<file path="src/rtl/assert_macros.svh">
// Assertion macros used by the top-level RTL of the decimal number scanner.
// Each macro expands to one labelled concurrent assertion with a synchronous check.
`ifndef ASSERT_MACROS_SVH
`define ASSERT_MACROS_SVH

// Same-cycle implication, disabled while reset is asserted (reset active low)
`define ASSERT_IMPLIES(lbl, clk, rstn, ante, cons, msg) \
  lbl: assert property (@(posedge clk) disable iff (!(rstn)) (ante) |-> (cons)) \
    else $error(msg);

// Next-cycle implication, disabled while reset is asserted (reset active low)
`define ASSERT_NEXT(lbl, clk, rstn, ante, cons, msg) \
  lbl: assert property (@(posedge clk) disable iff (!(rstn)) (ante) |=> (cons)) \
    else $error(msg);

`endif

</file>
<file path="src/rtl/adns_pkg.sv">
// Types and constants of the ASCII decimal number scanner.
// Used by adns_step, ascii_decimal_number_scanner and the testbench; no dependencies.
`timescale 1ns / 1ps
`default_nettype none

package adns_pkg;

  // Character codes
  localparam logic [7:0] CH_NUL   = 8'h00;
  localparam logic [7:0] CH_ZERO  = 8'h30;
  localparam logic [7:0] CH_NINE  = 8'h39;
  localparam logic [7:0] CH_MINUS = 8'h2D;

  // Configuration register map
  localparam int unsigned CFG_IDX_W = 4;
  localparam logic [CFG_IDX_W-1:0] REG_MAX_VALUE  = 4'd0;
  localparam logic [CFG_IDX_W-1:0] REG_SIGNED_EN  = 4'd1;

  localparam int unsigned VAL_W = 32;
  localparam int unsigned OFF_W = 16;

  typedef enum logic [1:0] {
    PH_SKIP   = 2'd0,
    PH_DIGITS = 2'd1,
    PH_SAT    = 2'd2
  } phase_e;

  // Scan state apart from the character count
  typedef struct packed {
    phase_e             phase;
    logic               neg;
    logic [VAL_W-1:0]   mag;
  } scan_t;

  // Result of one item
  typedef struct packed {
    logic               emit;
    logic [VAL_W-1:0]   value;
    logic               found;
    logic [OFF_W-1:0]   offset;
    logic               str_end;
  } res_t;

endpackage

`default_nettype wire

</file>
<file path="src/rtl/adns_step.sv">
// Per-character scan step: next scan state and the optional result item.
// Purely combinational; depends on adns_pkg.
`timescale 1ns / 1ps
`default_nettype none

module adns_step #(
  parameter int unsigned COUNT_BITS = 16
) (
  input  logic [7:0]            char_i,
  input  adns_pkg::scan_t       scan_i,
  input  logic [COUNT_BITS-1:0] cnt_i,
  input  logic [31:0]           max_value_i,
  input  logic                  signed_en_i,
  output adns_pkg::scan_t       scan_o,
  output logic [COUNT_BITS-1:0] cnt_o,
  output adns_pkg::res_t        res_o
);
  import adns_pkg::*;

  logic                  is_digit;
  logic                  is_nul;
  logic                  is_minus;
  logic [3:0]            digit;
  logic [VAL_W+3:0]      times_ten;
  logic                  ovf_next;
  logic                  ovf_first;
  logic [COUNT_BITS-1:0] cnt_inc;
  logic [31:0]           cnt_ext;
  logic [OFF_W-1:0]      offset;
  logic [VAL_W-1:0]      signed_val;

  // Character classes
  assign is_digit = (char_i >= CH_ZERO) && (char_i <= CH_NINE);
  assign is_nul   = (char_i == CH_NUL);
  assign is_minus = signed_en_i && (char_i == CH_MINUS);
  assign digit    = 4'(char_i - CH_ZERO);

  // value*10 + digit as shift-and-add, compared against the limit
  assign times_ten = {1'b0, scan_i.mag, 3'b000} + {3'b000, scan_i.mag, 1'b0}
                   + {32'd0, digit};
  assign ovf_next  = times_ten > {4'd0, max_value_i};
  assign ovf_first = {28'd0, digit} > max_value_i;

  // Saturating character count, and offset clipped to the output width
  assign cnt_inc = (cnt_i == {COUNT_BITS{1'b1}}) ? cnt_i : cnt_i + COUNT_BITS'(1);
  assign cnt_ext = 32'(cnt_i);
  assign offset  = (cnt_ext > 32'(16'hFFFF)) ? 16'hFFFF : cnt_ext[OFF_W-1:0];

  assign signed_val = (signed_en_i && scan_i.neg) ? (VAL_W'(0) - scan_i.mag) : scan_i.mag;

  always_comb begin
    scan_o        = scan_i;
    cnt_o         = cnt_i;
    res_o.emit    = 1'b0;
    res_o.value   = '0;
    res_o.found   = 1'b0;
    res_o.offset  = '0;
    res_o.str_end = 1'b0;
    case (scan_i.phase)
      PH_DIGITS, PH_SAT: begin
        if (is_digit) begin
          // Accumulate, or swallow digits once saturated
          if (scan_i.phase == PH_DIGITS) begin
            if (ovf_next) begin
              scan_o.mag   = max_value_i;
              scan_o.phase = PH_SAT;
            end else begin
              scan_o.mag = times_ten[VAL_W-1:0];
            end
          end
          cnt_o = cnt_inc;
        end else begin
          // Number ends: emit it; the same character opens the next scan
          res_o.emit    = 1'b1;
          res_o.value   = signed_val;
          res_o.found   = 1'b1;
          res_o.offset  = offset;
          res_o.str_end = is_nul;
          scan_o.phase  = PH_SKIP;
          scan_o.mag    = '0;
          scan_o.neg    = is_minus;
          cnt_o         = is_nul ? '0 : COUNT_BITS'(1);
        end
      end
      default: begin
        // Skipping phase
        if (is_nul) begin
          res_o.emit    = 1'b1;
          res_o.str_end = 1'b1;
          scan_o.phase  = PH_SKIP;
          scan_o.neg    = 1'b0;
          scan_o.mag    = '0;
          cnt_o         = '0;
        end else begin
          if (is_digit) begin
            if (ovf_first) begin
              scan_o.mag   = max_value_i;
              scan_o.phase = PH_SAT;
            end else begin
              scan_o.mag   = VAL_W'(digit);
              scan_o.phase = PH_DIGITS;
            end
          end else if (is_minus) begin
            scan_o.neg = ~scan_i.neg;
          end else begin
            scan_o.neg = 1'b0;
          end
          cnt_o = cnt_inc;
        end
      end
    endcase
  end

endmodule

`default_nettype wire

</file>
<file path="src/rtl/ascii_decimal_number_scanner.sv">
// Top level of the ASCII decimal number scanner: handshakes, registers, config.
// Depends on adns_pkg, adns_step and assert_macros.svh.
//
//   Channel | Direction | Handshake               | Payload
//   --------+-----------+-------------------------+-----------------------------------
//   in      | sink      | in_valid_i/in_stall_o   | char_code_i
//   out     | source    | out_valid_o/out_stall_i | value_bits_o found_o end_offset_o
//           |           |                         | string_end_o
//   cfg     | sink      | cfg_valid_i/cfg_ready_o | cfg_index_i cfg_data_i
//
// One character per clock unless stalled; results go via input and result registers.
// The cycle time is set by the times-ten add and limit compare in adns_step.
// Reset (rst_ni, async, active low) clears the scan, the handshakes and the config.
// A held result only blocks characters that produce a result; others still pass.
// Config writes are always accepted.
`timescale 1ns / 1ps
`default_nettype none

`include "assert_macros.svh"

module ascii_decimal_number_scanner #(
  parameter int unsigned COUNT_BITS = 16
) (
  input  logic                            clk_i,
  input  logic                            rst_ni,
  input  logic                            in_valid_i,
  output logic                            in_stall_o,
  input  logic [7:0]                      char_code_i,
  output logic                            out_valid_o,
  input  logic                            out_stall_i,
  output logic [31:0]                     value_bits_o,
  output logic                            found_o,
  output logic [15:0]                     end_offset_o,
  output logic                            string_end_o,
  input  logic                            cfg_valid_i,
  output logic                            cfg_ready_o,
  input  logic [adns_pkg::CFG_IDX_W-1:0]  cfg_index_i,
  input  logic [31:0]                     cfg_data_i
);
  import adns_pkg::*;

  logic                  in_vld_q;
  logic [7:0]            char_q;
  scan_t                 scan_q, scan_d;
  logic [COUNT_BITS-1:0] cnt_q, cnt_d;
  res_t                  res_d, res_q;
  logic                  out_vld_q;
  logic [31:0]           max_value_q;
  logic                  signed_en_q;
  logic                  out_free;
  logic                  adv;
  logic                  in_take;

  // Config registers
  assign cfg_ready_o = 1'b1;

  always_ff @(posedge clk_i or negedge rst_ni) begin
    if (!rst_ni) begin
      max_value_q <= 32'hFFFF_FFFF;
      signed_en_q <= 1'b0;
    end else if (cfg_valid_i) begin
      if (cfg_index_i == REG_MAX_VALUE) begin
        max_value_q <= cfg_data_i;
      end
      if (cfg_index_i == REG_SIGNED_EN) begin
        signed_en_q <= cfg_data_i[0];
      end
    end
  end

  // Scan step on the registered item
  adns_step #(
    .COUNT_BITS (COUNT_BITS)
  ) u_step (
    .char_i      (char_q),
    .scan_i      (scan_q),
    .cnt_i       (cnt_q),
    .max_value_i (max_value_q),
    .signed_en_i (signed_en_q),
    .scan_o      (scan_d),
    .cnt_o       (cnt_d),
    .res_o       (res_d)
  );

  // Flow control: item advances unless its result would hit a held output
  assign out_free   = !out_vld_q || !out_stall_i;
  assign adv        = in_vld_q && (!res_d.emit || out_free);
  assign in_stall_o = in_vld_q && !adv;
  assign in_take    = in_valid_i && !in_stall_o;

  // Input register
  always_ff @(posedge clk_i or negedge rst_ni) begin
    if (!rst_ni) begin
      in_vld_q <= 1'b0;
    end else if (!in_vld_q || adv) begin
      in_vld_q <= in_valid_i;
    end
  end

  always_ff @(posedge clk_i) begin
    if (in_take) begin
      char_q <= char_code_i;
    end
  end

  // Scan state
  always_ff @(posedge clk_i or negedge rst_ni) begin
    if (!rst_ni) begin
      scan_q.phase <= PH_SKIP;
      scan_q.neg   <= 1'b0;
      scan_q.mag   <= '0;
      cnt_q        <= '0;
    end else if (adv) begin
      scan_q <= scan_d;
      cnt_q  <= cnt_d;
    end
  end

  // Result register
  always_ff @(posedge clk_i or negedge rst_ni) begin
    if (!rst_ni) begin
      out_vld_q <= 1'b0;
    end else if (out_free) begin
      out_vld_q <= adv && res_d.emit;
    end
  end

  always_ff @(posedge clk_i) begin
    if (out_free && adv && res_d.emit) begin
      res_q <= res_d;
    end
  end

  assign out_valid_o  = out_vld_q;
  assign value_bits_o = res_q.value;
  assign found_o      = res_q.found;
  assign end_offset_o = res_q.offset;
  assign string_end_o = res_q.str_end;

  // Checks
  `ASSERT_IMPLIES(a_notfound_zero, clk_i, rst_ni, out_vld_q && !res_q.found, (res_q.value == '0) && (res_q.offset == '0) && res_q.str_end, "result without number must be zero and end of string")
  `ASSERT_IMPLIES(a_skip_mag_zero, clk_i, rst_ni, scan_q.phase == PH_SKIP, scan_q.mag == '0, "magnitude not cleared while skipping")
  `ASSERT_NEXT(a_nul_clears, clk_i, rst_ni, adv && res_d.emit && res_d.str_end, (scan_q.phase == PH_SKIP) && (cnt_q == '0) && !scan_q.neg, "end of string did not clear the scan")
  `ASSERT_IMPLIES(a_no_result_loss, clk_i, rst_ni, adv && res_d.emit, out_free, "result overwrote a held output")

endmodule

`default_nettype wire

</file>
<file path="config.mk">
export PLATFORM = sky130hd
export DESIGN_NAME = ascii_decimal_number_scanner
export DESIGN_NICKNAME = d
export VERILOG_FILES = /design/src/rtl/adns_pkg.sv /design/src/rtl/adns_step.sv /design/src/rtl/ascii_decimal_number_scanner.sv
export VERILOG_INCLUDE_DIRS = /design/src /design/src/rtl
export SDC_FILE = /design/constraint.sdc
export NUM_CORES = 1
export LEC_CHECK = 0
export BUFFER_PORTS_ARGS = -buffer_cell sky130_fd_sc_hd__buf_4
export CAP_MARGIN = 20
export CORE_MARGIN = 3
export CORE_UTILIZATION = 29
export CTS_CLUSTER_DIAMETER = 30
export DETAILED_ROUTE_END_ITERATION = 10
export SYNTH_ARGS = -nofsm -noshare
export SYNTH_HDL_FRONTEND = slang
export SYNTH_SLANG_ARGS = --single-unit
</file>
<file path="constraint.sdc">
create_clock -name clk_i -period 4.9 [get_ports clk_i]
set_input_delay 0.245 -clock clk_i [delete_from_list [all_inputs] [get_ports clk_i]]
set_output_delay 0.245 -clock clk_i [all_outputs]
set_load 0.01 [all_outputs]
</file>
==> flow_summary.toml <==
[outcome]
status = "finished, violations left"
violations = "negative setup slack"

[worst_hold_path]
worstHoldPathType = "in2reg"

[synthesis]
synth_flop_cell = "edfxtp_1"
syn-cell-area_sq_um = 10200
yosysSeqAreaShare_pct = 38.6
synth.avg_cell_area_sq_um = 9.08
yosys_warnings = 0
syn-num-nets = 1273
synth_edf_count = 58
yosys.area.top_type = "edfxtp_1"
ys_seq_elements = 144
synth_area_leaders = "edfxtp_1, dfrtp_1, ha_1"
synth_top_cells_by_count = "nand2_1, nor2_1, ha_1, o21ai_0, a21oi_1"
synthMostInstantiatedCell = "nand2_1"
synth_top_area_share_pct = 17.1
synth.distinct_cells = 75
synthArstFlopShare_pct = 59.7
syn_inst = 1121

[layout]
final_nets = 1495
syn_to_final_growth_pct = 32.3
diodes = 0
drive_gt1_share_pct = 27.5
fin_area_sq_um = 13500

[power]
p_per_area_nw_per_um2 = 371
p_int_w = 0.00309
total_power_w = 0.00499
switchingPower_w = 0.00190
seq_power_share_pct = 36.1
p_sw_share_pct = 38.1
ir_drop_mv = 0.333
clkPwrFrac_pct = 26.8
leakagePower_nw = 6.21
combPwrFrac_pct = 37.1

[detailed_routing]
drt-total-wl_um = 32200
vias_per_cell = 5.20
drc = 0
drt_iter0_drc = 744
vias = 9387
drt-pass1-iter-count = 5
post_drt_wl_per_cell_um = 17.8
drtAntennaViolNets = 0

[sta]
fin_crit_ns = 5.26
max_freq_mhz = 190
drv_slew = 0
fin_skew_ns = 0.0152
fin_ws_ns = -0.357
slew_headroom_pct = 22.0
setup_viol_count_final = 34
rsz0062_at_grt = "true"
worstMarginPinSlew_ns = 1.17
period_share_pct = 107
hold_viol = 0

[floorplan]
coreArea_sq_um = 34000
start_util_pct = 29.9
rows = 67
io_pins = 102
die_h_um = 193
die_x_um = 193
die_area_sq_um = 37400

[clocking]
clock-root-buffer = "clkbuf_16"
cts_tree = "built"
cts_htree_levels = 4
clk_pin_slew_worst_paths_ns = 0.06
clock_path_buffers = 2
cts_made_buffers = 17
insertion_delay_ns = 0.45
cts.sinks = 144

[run]
maxCapViolations = 0

[worst_setup_path]
startpoint_type = "flip-flop"
path_class = "reg2reg"
crit_fanout = 7
cp.required_ns = 5.28
worstPathArrival_ns = 5.63
cp-end-kind = "flip-flop"

[placed_design]
port-buffer-count = 100
placed_area_sq_um = 12300
hpwl_um = 24100
place_congestion = 0.896

[global_routing]
grt_pass1_vias = 9086
overflow = 0
track_usage_pct = 16.8
antenna_found_initial = 0
grt_max_degree = 64
grt_pass1_wl_um = 50300
==> power groups by stage <==
stage,logic (W),registers (W),clock network [W]
after CTS,0.00180,0.00180,0.00137
after global placement,0.00174,0.00182,0
after floorplan,0.000953,0.00188,0
after global routing,0.00206,0.00183,0.00142
after detailed placement,0.00177,0.00182,0
final,0.00185,0.00180,0.00134
==> layout make-up <==
class / count / area (sq um)
flip-flops and latches: 144 / 3930
multi-input cells: 877 / 6180
fillers: 3390 / 20600
clock inverters: 13 / 154
inverters: 47 / 176
repair buffers: 256 / 2030
clock buffers: 19 / 433
well taps: 448 / 561
==> sequential cells by signal, summed over array words and instances (netlist names) <==
register,count
cnt_q,16
found_o,1
scan_q,35
signed_en_q,1
in_vld_q,1
char_q,8
value_bits_o,32
max_value_q,32
string_end_o,1
out_valid_o,1
end_offset_o,16
==> stage by stage <==
| step | utilization [%] | cells | setup TNS (ns) | worst slack, ns | hold slack (ns) |
|---|---|---|---|---|---|
| 2_1_floorplan | - | 1121 | 0 | 0.00339 | -0.0506 |
| 5_1_grt | 39.6 | 1804 | -18.47 | -0.578 | 0.0180 |
| 3_3_place_gp | 36.1 | 1744 | -12.24 | -0.437 | 0.252 |
| 6_report | 39.6 | 1804 | -10.63 | -0.357 | 0.0183 |
| 4_1_cts | 38.6 | 1796 | -7.47 | -0.301 | 0.000310 |
| 3_5_place_dp | 36.1 | 1744 | -15.31 | -0.535 | 0.257 |
==> cell usage in the layout, fill, tap and decap left out, drive strengths merged, types with 15 or more instances in the layout <==
cell type    netlist  layout
o311ai            19      19
xor2              32      32
nand4             21      21
o211ai            27      27
nor2             105     105
clkbuf            40      21
o21ai             81      81
a21o              20      20
ha               101     101
dfrtp             54      54
buf               13     239
nand3             39      39
nand2            127     127
xnor2             29      29
and2              24      24
inv               47      51
a21oi             64      64
nor4              21      21
dfstp             32      32
dlygate4sd3        0      15
edfxtp            58      58
==> critical path: stages (launching register included) <==
cell and delay, ns:
edfxtp_1 0.42, fa_2 0.54, fa_2 0.42, a211oi_2 0.28, o21ai_2 0.10, a32o_2 0.29
buf_6 0.13, a221o_1 0.35, a21oi_2 0.18, xnor2_2 0.16, ha_1 0.28, nand4_1 0.15
nor4_2 0.07, buf_4 0.15, a221o_1 0.29, o211ai_1 0.21, o2111a_2 0.28, nand3_4 0.16
buf_6 0.21, nor3_4 0.15, buf_6 0.19, a311o_1 0.17
==> path summary, 6_finish.rpt <==
path	start	end	slack (ns)	cells after the start
min in group asynchronous	rst_ni	scan_q[27]	0.32	2
worst max register to register	char_q[3]	scan_q[0]	-0.36	21
worst min register to register	max_value_q[9]	max_value_q[9]	0.54	2
max in group asynchronous	rst_ni	scan_q[0]	3.50	3
worst max-delay path	char_q[3]	scan_q[0]	-0.36	21
worst min-delay path	cfg_data_i[3]	max_value_q[3]	0.02	3
==> cell families (layout without fill, tap and decap cells) <==
kind of cell	after synthesis	count (layout)	synth area share, %
DFF	144	144	38.6
xor gates and xnor gates	61	61	5.32
AOI/OAI and AO/OA	292	292	19.0
and+or+nand+nor	412	412	19.4
other	1	1	0.0368
muxes	8	8	0.836
adders and majority gates	103	103	12.8
buffers and inverters	100	335	3.93
==> timing repair <==
action,in CTS,in global routing
endpoints found under the setup margin,34,34
pin swaps,14,54
resized for setup,24,54
setup buffers,5,5
hold buffers,15,0
gates cloned,0,3
hold endpoints to repair,36,0
==> metal layers <==
layer	part of all wire [%]	track usage, %	vias to the layer above
li1	-	-	4584
met2	44	25.4	267
met3	6.5	4.14	34
met5	0	0	-
met4	1.4	4.61	0
met1	48	23.9	4502
No activity file was read; power rests on OpenSTA's default activity.
